===== src/rtl/sstf_disk_request_scheduler_top_assert.svh =====
// Assertion macros for the shortest-seek-time-first scheduler top level.
// Included by sstf_disk_request_scheduler_top.sv; depends on nothing else.
`ifndef SSTF_DISK_REQUEST_SCHEDULER_TOP_ASSERT_SVH
`define SSTF_DISK_REQUEST_SCHEDULER_TOP_ASSERT_SVH

// The consequent must hold in the same cycle as the antecedent.
`define SSTF_ASSERT_IMPLY(label, clk, rstn, ante, cons, msg) \
    label: assert property (@(posedge clk) disable iff (!(rstn)) (ante) |-> (cons)) \
        else $error(msg);

// The consequent must hold in the cycle after the antecedent.
`define SSTF_ASSERT_NEXT(label, clk, rstn, ante, cons, msg) \
    label: assert property (@(posedge clk) disable iff (!(rstn)) (ante) |=> (cons)) \
        else $error(msg);

`endif


===== src/rtl/sstf_pkg.sv =====
// Shared types and constants of the shortest-seek-time-first scheduler.
// Used by sstf_scan_unit, sstf_disk_request_scheduler_top and the testbench; no dependencies.
package sstf_pkg;

    localparam int TRACK_W   = 10;
    localparam int ID_W      = 5;
    localparam int CFG_W     = 6;
    localparam int CFG_IDX_W = 1;

    localparam logic [CFG_IDX_W-1:0] CFG_QUEUE_LIMIT     = 1'b0;
    localparam logic [CFG_IDX_W-1:0] CFG_REQUESTER_COUNT = 1'b1;

    localparam logic [CFG_W-1:0] QUEUE_LIMIT_RESET     = 6'd32;
    localparam logic [CFG_W-1:0] REQUESTER_COUNT_RESET = 6'd32;

    typedef enum logic {
        CMD_SUBMIT = 1'b0,
        CMD_FINISH = 1'b1
    } cmd_t;

    typedef enum logic [1:0] {
        STATUS_ACCEPTED = 2'd0,
        STATUS_FULL     = 2'd1,
        STATUS_QUEUED   = 2'd2,
        STATUS_REFUSED  = 2'd3
    } status_t;

    typedef enum logic [2:0] {
        ST_IDLE,
        ST_SCAN,
        ST_DECIDE,
        ST_PICK,
        ST_SHIFT,
        ST_DONE
    } state_t;

    typedef struct packed {
        cmd_t                cmd;
        logic [ID_W-1:0]     requester_id;
        logic [TRACK_W-1:0]  track;
    } in_item_t;

    typedef struct packed {
        status_t             status;
        logic                served;
        logic [ID_W-1:0]     served_requester;
        logic [TRACK_W-1:0]  served_track;
    } out_item_t;

    typedef struct packed {
        logic [ID_W-1:0]     owner;
        logic [TRACK_W-1:0]  track;
    } entry_t;

    typedef struct packed {
        logic clear;
        logic sample;
        logic owner_chk;
    } scan_ctl_t;

    typedef struct packed {
        logic                match;
        logic                have_best;
        logic [ID_W-1:0]     best_owner;
        logic [TRACK_W-1:0]  best_track;
    } scan_res_t;

endpackage


===== src/rtl/sstf_disk_request_scheduler_top.sv =====
// Top level of the shortest-seek-time-first disk request scheduler.
// Depends on sstf_pkg, sstf_scan_unit and sstf_disk_request_scheduler_top_assert.svh.
//
// Channel   Direction  Handshake              Payload
// s_        in         s_valid / s_ready      sstf_pkg::in_item_t s_data
// m_        out        m_valid / m_ready      sstf_pkg::out_item_t m_data
// cfg_      in         cfg_valid / cfg_ready  cfg_index, cfg_wdata
//
// A transaction scans every queued entry and, when an entry is served, moves the entries
// behind it down one slot; the queue memory has one read port and both the nearest-track
// scan and the removal move one slot per cycle.
// Reset is synchronous; it empties the queue and sets the head to track 0.
// The input is not ready while a transaction is in work; a stalled result only holds
// the block in its final state until the result register is free.

`include "sstf_disk_request_scheduler_top_assert.svh"

module sstf_disk_request_scheduler_top #(
    parameter int QUEUE_DEPTH    = 32,
    parameter int MAX_REQUESTERS = 32
) (
    input  logic                              aclk,
    input  logic                              aresetn,
    input  logic                              s_valid,
    output logic                              s_ready,
    input  sstf_pkg::in_item_t                s_data,
    output logic                              m_valid,
    input  logic                              m_ready,
    output sstf_pkg::out_item_t               m_data,
    input  logic                              cfg_valid,
    output logic                              cfg_ready,
    input  logic [sstf_pkg::CFG_IDX_W-1:0]    cfg_index,
    input  logic [sstf_pkg::CFG_W-1:0]        cfg_wdata
);

    localparam int CNT_W = $clog2(QUEUE_DEPTH + 1);
    localparam int IDX_W = (QUEUE_DEPTH > 1) ? $clog2(QUEUE_DEPTH) : 1;
    localparam int LIV_W = $clog2(MAX_REQUESTERS + 1);
    localparam int CMP_W = 10;

    function automatic logic is_full(input logic [CNT_W-1:0] c,
                                     input logic [LIV_W-1:0] l,
                                     input logic [sstf_pkg::CFG_W-1:0] q);
        return (CMP_W'(c) >= CMP_W'(q)) || (CMP_W'(c) >= CMP_W'(l)) ||
               (CMP_W'(c) >= CMP_W'(QUEUE_DEPTH));
    endfunction

    function automatic logic [LIV_W-1:0] load_living(input logic [sstf_pkg::CFG_W-1:0] v);
        return (CMP_W'(v) > CMP_W'(MAX_REQUESTERS)) ? LIV_W'(MAX_REQUESTERS) : LIV_W'(v);
    endfunction

    sstf_pkg::state_t               state_reg, state_next;
    sstf_pkg::in_item_t             item_reg, item_next;
    logic                           full_before_reg, full_before_next;
    logic [CNT_W-1:0]               cnt_reg, cnt_next;
    logic [LIV_W-1:0]               living_reg, living_next;
    logic [sstf_pkg::CFG_W-1:0]     limit_reg, limit_next;
    logic [sstf_pkg::TRACK_W-1:0]   head_reg, head_next;
    logic [CNT_W-1:0]               scan_idx_reg, scan_idx_next;
    logic                           q_valid_reg, q_valid_next;
    logic [CNT_W-1:0]               q_idx_reg, q_idx_next;
    sstf_pkg::out_item_t            res_reg, res_next;
    logic                           m_valid_reg, m_valid_next;
    sstf_pkg::out_item_t            m_data_reg, m_data_next;

    sstf_pkg::entry_t               mem [QUEUE_DEPTH];
    sstf_pkg::entry_t               mem_q_reg;
    logic                           mem_we;
    logic [IDX_W-1:0]               mem_waddr;
    sstf_pkg::entry_t               mem_wdata;
    logic [IDX_W-1:0]               mem_raddr;
    logic [CNT_W-1:0]               shift_dst;

    sstf_pkg::scan_ctl_t            scan_ctl;
    sstf_pkg::entry_t               scan_entry;
    logic [CNT_W-1:0]               scan_entry_idx;
    sstf_pkg::scan_res_t            scan_res;
    logic [CNT_W-1:0]               best_idx;
    sstf_pkg::status_t              status;
    logic                           serve;

    sstf_scan_unit #(
        .CNT_W (CNT_W)
    ) u_scan (
        .aclk      (aclk),
        .aresetn   (aresetn),
        .ctl       (scan_ctl),
        .entry     (scan_entry),
        .entry_idx (scan_entry_idx),
        .head      (head_reg),
        .who       (item_reg.requester_id),
        .res       (scan_res),
        .best_idx  (best_idx)
    );

    assign mem_raddr = scan_idx_reg[IDX_W-1:0];
    assign shift_dst = q_idx_reg - CNT_W'(1);
    assign s_ready   = (state_reg == sstf_pkg::ST_IDLE);
    assign cfg_ready = (state_reg == sstf_pkg::ST_IDLE);
    assign m_valid   = m_valid_reg;
    assign m_data    = m_data_reg;

    always_comb begin
        state_next       = state_reg;
        item_next        = item_reg;
        full_before_next = full_before_reg;
        cnt_next         = cnt_reg;
        living_next      = living_reg;
        limit_next       = limit_reg;
        head_next        = head_reg;
        scan_idx_next    = scan_idx_reg;
        q_valid_next     = q_valid_reg;
        q_idx_next       = q_idx_reg;
        res_next         = res_reg;
        m_valid_next     = m_valid_reg && !m_ready;
        m_data_next      = m_data_reg;
        mem_we           = 1'b0;
        mem_waddr        = cnt_reg[IDX_W-1:0];
        mem_wdata        = mem_q_reg;
        scan_ctl         = '{clear: 1'b0, sample: 1'b0, owner_chk: 1'b0};
        scan_entry       = mem_q_reg;
        scan_entry_idx   = q_idx_reg;
        status           = sstf_pkg::STATUS_ACCEPTED;
        serve            = 1'b0;

        if (cfg_valid && cfg_ready) begin
            case (cfg_index)
                sstf_pkg::CFG_QUEUE_LIMIT: begin
                    limit_next = cfg_wdata;
                end
                sstf_pkg::CFG_REQUESTER_COUNT: begin
                    living_next = load_living(cfg_wdata);
                end
                default: begin
                end
            endcase
        end

        case (state_reg)
            sstf_pkg::ST_IDLE: begin
                if (s_valid) begin
                    item_next        = s_data;
                    full_before_next = is_full(cnt_reg, living_reg, limit_reg);
                    scan_idx_next    = '0;
                    q_valid_next     = 1'b0;
                    scan_ctl.clear   = 1'b1;
                    state_next       = sstf_pkg::ST_SCAN;
                end
            end
            sstf_pkg::ST_SCAN: begin
                scan_ctl.sample    = q_valid_reg;
                scan_ctl.owner_chk = 1'b1;
                if (scan_idx_reg < cnt_reg) begin
                    scan_idx_next = scan_idx_reg + CNT_W'(1);
                    q_valid_next  = 1'b1;
                    q_idx_next    = scan_idx_reg;
                end else begin
                    q_valid_next = 1'b0;
                    if (!q_valid_reg) begin
                        state_next = sstf_pkg::ST_DECIDE;
                    end
                end
            end
            sstf_pkg::ST_DECIDE: begin
                scan_entry     = '{owner: item_reg.requester_id, track: item_reg.track};
                scan_entry_idx = cnt_reg;
                if (item_reg.cmd == sstf_pkg::CMD_SUBMIT) begin
                    if (full_before_reg) begin
                        status = sstf_pkg::STATUS_FULL;
                    end else if (scan_res.match) begin
                        status = sstf_pkg::STATUS_QUEUED;
                    end else begin
                        mem_we          = 1'b1;
                        mem_waddr       = cnt_reg[IDX_W-1:0];
                        mem_wdata       = scan_entry;
                        scan_ctl.sample = 1'b1;
                        cnt_next        = cnt_reg + CNT_W'(1);
                    end
                end else begin
                    if (scan_res.match) begin
                        status = sstf_pkg::STATUS_REFUSED;
                    end else if (living_reg != '0) begin
                        living_next = living_reg - LIV_W'(1);
                    end
                end
                res_next = '{status: status, served: 1'b0,
                             served_requester: '0, served_track: '0};
                state_next = sstf_pkg::ST_PICK;
            end
            sstf_pkg::ST_PICK: begin
                serve = is_full(cnt_reg, living_reg, limit_reg) && (cnt_reg != '0);
                if (serve) begin
                    res_next.served           = 1'b1;
                    res_next.served_requester = scan_res.best_owner;
                    res_next.served_track     = scan_res.best_track;
                    head_next                 = scan_res.best_track;
                    scan_idx_next             = best_idx + CNT_W'(1);
                    q_valid_next              = 1'b0;
                    state_next                = sstf_pkg::ST_SHIFT;
                end else begin
                    state_next = sstf_pkg::ST_DONE;
                end
            end
            sstf_pkg::ST_SHIFT: begin
                if (q_valid_reg) begin
                    mem_we    = 1'b1;
                    mem_waddr = shift_dst[IDX_W-1:0];
                    mem_wdata = mem_q_reg;
                end
                if (scan_idx_reg < cnt_reg) begin
                    scan_idx_next = scan_idx_reg + CNT_W'(1);
                    q_valid_next  = 1'b1;
                    q_idx_next    = scan_idx_reg;
                end else begin
                    q_valid_next = 1'b0;
                    if (!q_valid_reg) begin
                        cnt_next   = cnt_reg - CNT_W'(1);
                        state_next = sstf_pkg::ST_DONE;
                    end
                end
            end
            sstf_pkg::ST_DONE: begin
                if (!m_valid_reg || m_ready) begin
                    m_valid_next = 1'b1;
                    m_data_next  = res_reg;
                    state_next   = sstf_pkg::ST_IDLE;
                end
            end
            default: begin
                state_next = sstf_pkg::ST_IDLE;
            end
        endcase
    end

    always_ff @(posedge aclk) begin
        if (!aresetn) begin
            state_reg   <= sstf_pkg::ST_IDLE;
            cnt_reg     <= '0;
            living_reg  <= load_living(sstf_pkg::REQUESTER_COUNT_RESET);
            limit_reg   <= sstf_pkg::QUEUE_LIMIT_RESET;
            head_reg    <= '0;
            q_valid_reg <= 1'b0;
            m_valid_reg <= 1'b0;
        end else begin
            state_reg   <= state_next;
            cnt_reg     <= cnt_next;
            living_reg  <= living_next;
            limit_reg   <= limit_next;
            head_reg    <= head_next;
            q_valid_reg <= q_valid_next;
            m_valid_reg <= m_valid_next;
        end
    end

    always_ff @(posedge aclk) begin
        item_reg        <= item_next;
        full_before_reg <= full_before_next;
        scan_idx_reg    <= scan_idx_next;
        q_idx_reg       <= q_idx_next;
        res_reg         <= res_next;
        m_data_reg      <= m_data_next;
    end

    always_ff @(posedge aclk) begin
        if (mem_we) begin
            mem[mem_waddr] <= mem_wdata;
        end
        mem_q_reg <= mem[mem_raddr];
    end

    `SSTF_ASSERT_IMPLY(a_cnt_bound, aclk, aresetn, 1'b1, cnt_reg <= CNT_W'(QUEUE_DEPTH), "queue count exceeds depth")
    `SSTF_ASSERT_IMPLY(a_pick_has_best, aclk, aresetn, (state_reg == sstf_pkg::ST_PICK) && (cnt_reg != '0), scan_res.have_best, "nonempty queue without a nearest entry")
    `SSTF_ASSERT_IMPLY(a_shift_dst, aclk, aresetn, (state_reg == sstf_pkg::ST_SHIFT) && q_valid_reg, q_idx_reg != '0, "removal copies below slot zero")
    `SSTF_ASSERT_NEXT(a_accept_scan, aclk, aresetn, s_valid && s_ready, state_reg == sstf_pkg::ST_SCAN, "accepted transaction did not start a scan")

endmodule


===== src/rtl/sstf_scan_unit.sv =====
// Shared seek-distance and owner-compare unit, fed one queue entry per cycle.
// Depends on sstf_pkg.
module sstf_scan_unit #(
    parameter int CNT_W = 6
) (
    input  logic                       aclk,
    input  logic                       aresetn,
    input  sstf_pkg::scan_ctl_t        ctl,
    input  sstf_pkg::entry_t           entry,
    input  logic [CNT_W-1:0]           entry_idx,
    input  logic [sstf_pkg::TRACK_W-1:0] head,
    input  logic [sstf_pkg::ID_W-1:0]  who,
    output sstf_pkg::scan_res_t        res,
    output logic [CNT_W-1:0]           best_idx
);

    logic                           match_reg, match_next;
    logic                           have_reg, have_next;
    logic [sstf_pkg::TRACK_W-1:0]   dist_reg, dist_next;
    logic [sstf_pkg::TRACK_W-1:0]   btrack_reg, btrack_next;
    logic [sstf_pkg::ID_W-1:0]      bowner_reg, bowner_next;
    logic [CNT_W-1:0]               bidx_reg, bidx_next;
    logic [sstf_pkg::TRACK_W-1:0]   seek_gap;
    logic                           take;

    always_comb begin
        seek_gap = (entry.track >= head) ? (entry.track - head) : (head - entry.track);
        take = ctl.sample && (!have_reg || (seek_gap <= dist_reg));
        match_next  = match_reg;
        have_next   = have_reg;
        dist_next   = dist_reg;
        btrack_next = btrack_reg;
        bowner_next = bowner_reg;
        bidx_next   = bidx_reg;
        if (ctl.clear) begin
            match_next = 1'b0;
            have_next  = 1'b0;
        end else begin
            if (ctl.sample && ctl.owner_chk && (entry.owner == who)) begin
                match_next = 1'b1;
            end
            if (take) begin
                have_next   = 1'b1;
                dist_next   = seek_gap;
                btrack_next = entry.track;
                bowner_next = entry.owner;
                bidx_next   = entry_idx;
            end
        end
    end

    always_ff @(posedge aclk) begin
        if (!aresetn) begin
            match_reg <= 1'b0;
            have_reg  <= 1'b0;
        end else begin
            match_reg <= match_next;
            have_reg  <= have_next;
        end
    end

    always_ff @(posedge aclk) begin
        dist_reg   <= dist_next;
        btrack_reg <= btrack_next;
        bowner_reg <= bowner_next;
        bidx_reg   <= bidx_next;
    end

    assign res = '{match: match_reg, have_best: have_reg,
                   best_owner: bowner_reg, best_track: btrack_reg};
    assign best_idx = bidx_reg;

endmodule


===== config.mk =====
export PLATFORM = sky130hd
export DESIGN_NAME = sstf_disk_request_scheduler_top
export DESIGN_NICKNAME = d
export VERILOG_FILES = /design/src/rtl/sstf_pkg.sv /design/src/rtl/sstf_disk_request_scheduler_top.sv /design/src/rtl/sstf_scan_unit.sv
export VERILOG_INCLUDE_DIRS = /design/src /design/src/rtl
export SDC_FILE = /design/constraint.sdc
export NUM_CORES = 1
export LEC_CHECK = 0
export BUFFER_PORTS_ARGS = -buffer_cell sky130_fd_sc_hd__buf_2
export CAP_MARGIN = 10
export CELL_PAD_IN_SITES_DETAIL_PLACEMENT = 0
export CELL_PAD_IN_SITES_GLOBAL_PLACEMENT = 1
export CORE_MARGIN = 4
export CORE_UTILIZATION = 46
export CTS_CLUSTER_SIZE = 24
export DETAILED_ROUTE_END_ITERATION = 8
export GPL_TIMING_DRIVEN = 0
export PLACE_DENSITY_LB_ADDON = 0.1
export SETUP_SLACK_MARGIN = 0.15
export SLEW_MARGIN = 5
export SYNTH_ARGS = -nofsm -noshare
export SYNTH_HDL_FRONTEND = slang
export SYNTH_SLANG_ARGS = --single-unit

===== constraint.sdc =====
create_clock -name aclk -period 7.5 [get_ports aclk]
set_input_delay 1.5 -clock aclk [delete_from_list [all_inputs] [get_ports aclk]]
set_output_delay 1.5 -clock aclk [all_outputs]
set_load 0.01 [all_outputs]

==> results.cfg <==
[setup_path]
r2r_slack_ns = 1.15
worst-path-buf-inv = 6
worst_setup_path_end_kind = flop
critical_path.slowest_cell = a31oi_4
crit_path_max_fanout = 21
cp-start-kind = flop
cp.required_ns = 7.79
critPathTopFamily = compound AO/OA/AOI/OAI gates
r2r-end = u_scan.best_idx[2]
path_class = flop to flop
critPathMaxStageDelay_ns = 0.49
reg2reg_from = state_reg[1]
r2r_cells = 23
crit_arrival_ns = 6.64
crit_chain = clkbuf_1, nand2_1, inv_1, clkbuf_1, nand2_1, nand2_1, inv_1, ha_1, fa_1, nand2b_1, a21oi_1, o21ai_0, o21bai_1, buf_2, mux2i_1, xnor2_1, ha_1, a21o_1, a21o_1, a211oi_1, o21ai_0, a31oi_4, buf_16
crit_path_frequent_cell = nand2_1

[power_and_ir_drop]
ir_drop_v = 0.0001817
p_leak_nw = 10.17
design_power_total_w = 0.01229
power_density_mw_per_mm2 = 409.4

[final_layout]
multi_input_area_mm2 = 0.007053
seq_area_mm2 = 0.01830
final_core_util_pct = 54.29
syn_to_final_growth_pct = 16.50
diodes = 0
nFillCells = 4482
largest_reg_flops = 480
final_nets = 1712
drive_gt1_share_pct = 25.30
instances_no_fill = 2428

[synthesis]
ys_seq_area_share_pct = 70.99
ys_async_sr_fraction_pct = 0
ys_seq_elements = 626
synth_top_area_share_pct = 67.11
syn_area_mm2 = 0.02577
ys_warn_count = 0
yosys-top-cells-area = edfxtp_1 (67%), mux4_2 (13%), dfxtp_1 (3.9%)
yosys.area.top_type = edfxtp_1
avgSynthCellArea_um2 = 17.62
synth_edf_count = 576
syn_inst = 1463
syn_nets = 1549
ys_types = 57
dominantRegCellSynth = edfxtp_1

[detailed_routing]
dr_total_vias = 13480
drc_errors = 0
drtPass1Iterations = 5
post_drt_wl_per_cell_um = 24.36
ant_nets = 0
via_per_inst = 5.551
drtIter0Drc = 1290
wl_um = 59150

[hold_path]
min_path_cells = 0
hp-class = flop to flop
min_from = res_reg[3]
min_to = m_data[3]

[global_routing]
overflow = 0
grt_pass1_wl_um = 88460
grt_pass1_vias = 13690
track_usage_pct = 20.10
grt_antenna_before_repair = 1
grt_max_degree = 33

[clock_network]
ctsHtreeMaxLevel = 3
clk_latency_ns = 0.60
clkSinkCount = 626
cts_buffers = 68
cts_tree = done
clock-root-buffer = clkbuf_16
cts_hold_buf = 0
cts_buffer_depth = 3
cts_resized = 0
clk_pin_slew_ns = 0.06
post-cts-setup-buffer-count = 0

[placement]
dp_hpwl_um = 39930
gp_congestion = 0.7826
numPortBuffers = 48
dp_cells = 2295

[timing]
min_period_over_period_pct = 84.66
finalHoldViolCount = 0
slew_headroom_pct = 23.95
finalCriticalPeriod_ns = 6.350
fin_tns_setup_ns = 0
drv_slew = 0
worst_pin_slew_ns = 1.135
clock.fmax_ghz = 0.1575
grt_setup_unrepaired = no
fin_skew_ns = 0.01623
finalSetupViolCount = 0

[floorplanning]
dieArea_mm2 = 0.05988
pin_count = 49
die_w_um = 244.7
rows = 86
die_h_um = 244.7
start_util_pct = 46.60
core-area_mm2 = 0.05531

[outcome]
status = finished clean

[flow_run]
timing.max_cap.violations = 0
-- Yosys cell counts, types with 10 or more instances --
cell and n:
a21o_1 18, a21oi_1 43, and3_1 19, buf_4 10, clkbuf_1 39, dfxtp_1 50, edfxtp_1 576, ha_1 55
inv_1 64, mux2_2 19, mux2i_1 18, mux4_2 150, nand2_1 128, nand3_1 17, nor2_1 77, nor3_1 12
o21ai_0 43, xnor2_1 15
-- power breakdown --
part	leakage, nW	switching, W	total (W)	internal (W)
combinational	3.46	0.00253	0.00422	0.00168
clock	1.09	0.00135	0.00335	0.00200
sequential	5.62	0.000121	0.00473	0.00461
total	10.2	0.00400	0.0123	0.00829
-- layout make-up --
cell class / instances / area share [%]
flip-flops and latches: 626 / 60.94
multi-input cells: 705 / 23.49
clock buffers: 91 / 6.201
repair buffers: 93 / 3.179
well taps: 748 / 3.117
clock inverters: 33 / 1.238
plain buffers: 67 / 1.025
inverters: 65 / 0.8126
-- worst max-delay path by stage --
stage                       startpoint            endpoint  slack, ns  cells past startpoint
after floorplan           state_reg[1]  u_scan.best_idx[0]       1.39                     22
after global placement    state_reg[1]  u_scan.best_idx[2]      -0.89                     22
final                     state_reg[1]  u_scan.best_idx[2]       1.15                     23
after CTS                 state_reg[1]  u_scan.best_idx[5]       1.09                     23
after detailed placement  state_reg[1]  u_scan.best_idx[2]       1.13                     23
after global routing      state_reg[1]  u_scan.best_idx[5]       0.55                     23
-- metal layers --
| layer | track usage (%) | wire length [um] | vias up |
|---|---|---|---|
| met5 | 0.8170 | 67 | - |
| met4 | 6.998 | 1753 | 2 |
| li1 | - | - | 6085 |
| met1 | 28.70 | 25910 | 6917 |
| met3 | 4.621 | 4181 | 90 |
| met2 | 30.73 | 27250 | 384 |
-- through the flow --
stage / setup WS [ns] / hold slack (ns) / cell area (um2)
3_3_place_gp: -0.8907 / 0.4038 / 26950
2_1_floorplan: 1.389 / 0.4003 / 25770
6_report: 1.150 / 0.4133 / 30030
4_1_cts: 1.089 / 0.4126 / 29820
5_1_grt: 0.5476 / 0.4260 / 30030
3_5_place_dp: 1.129 / 0.4045 / 27590
-- cells in the final DEF, fill, tap and decap left out, types with 17 or more instances in the layout --
master,count
mux2i_1,18
and3_1,19
clkbuf_16,72
mux2_2,19
edfxtp_1,576
clkbuf_1,58
mux4_2,150
inv_1,64
a21o_1,18
o21ai_0,40
a21oi_1,41
buf_2,57
nand2_1,124
nand3_1,17
dfxtp_1,50
nor2_2,33
buf_8,33
nor2_1,45
ha_1,55
-- cells by family (layout without fill, tap and decap cells) --
group	count (synthesis)	in the layout	synth area share [%]
flip-flops	626	626	70.99
AND/OR/NAND/NOR	295	295	5.126
multiplexers	187	187	14.64
adder cells (fa/ha/maj)	58	58	2.903
AO/OA/AOI/OAI	142	142	3.422
buffers and inverters	132	349	2.141
XOR/XNOR	23	23	0.7816
(Power assumes the default switching activity.)
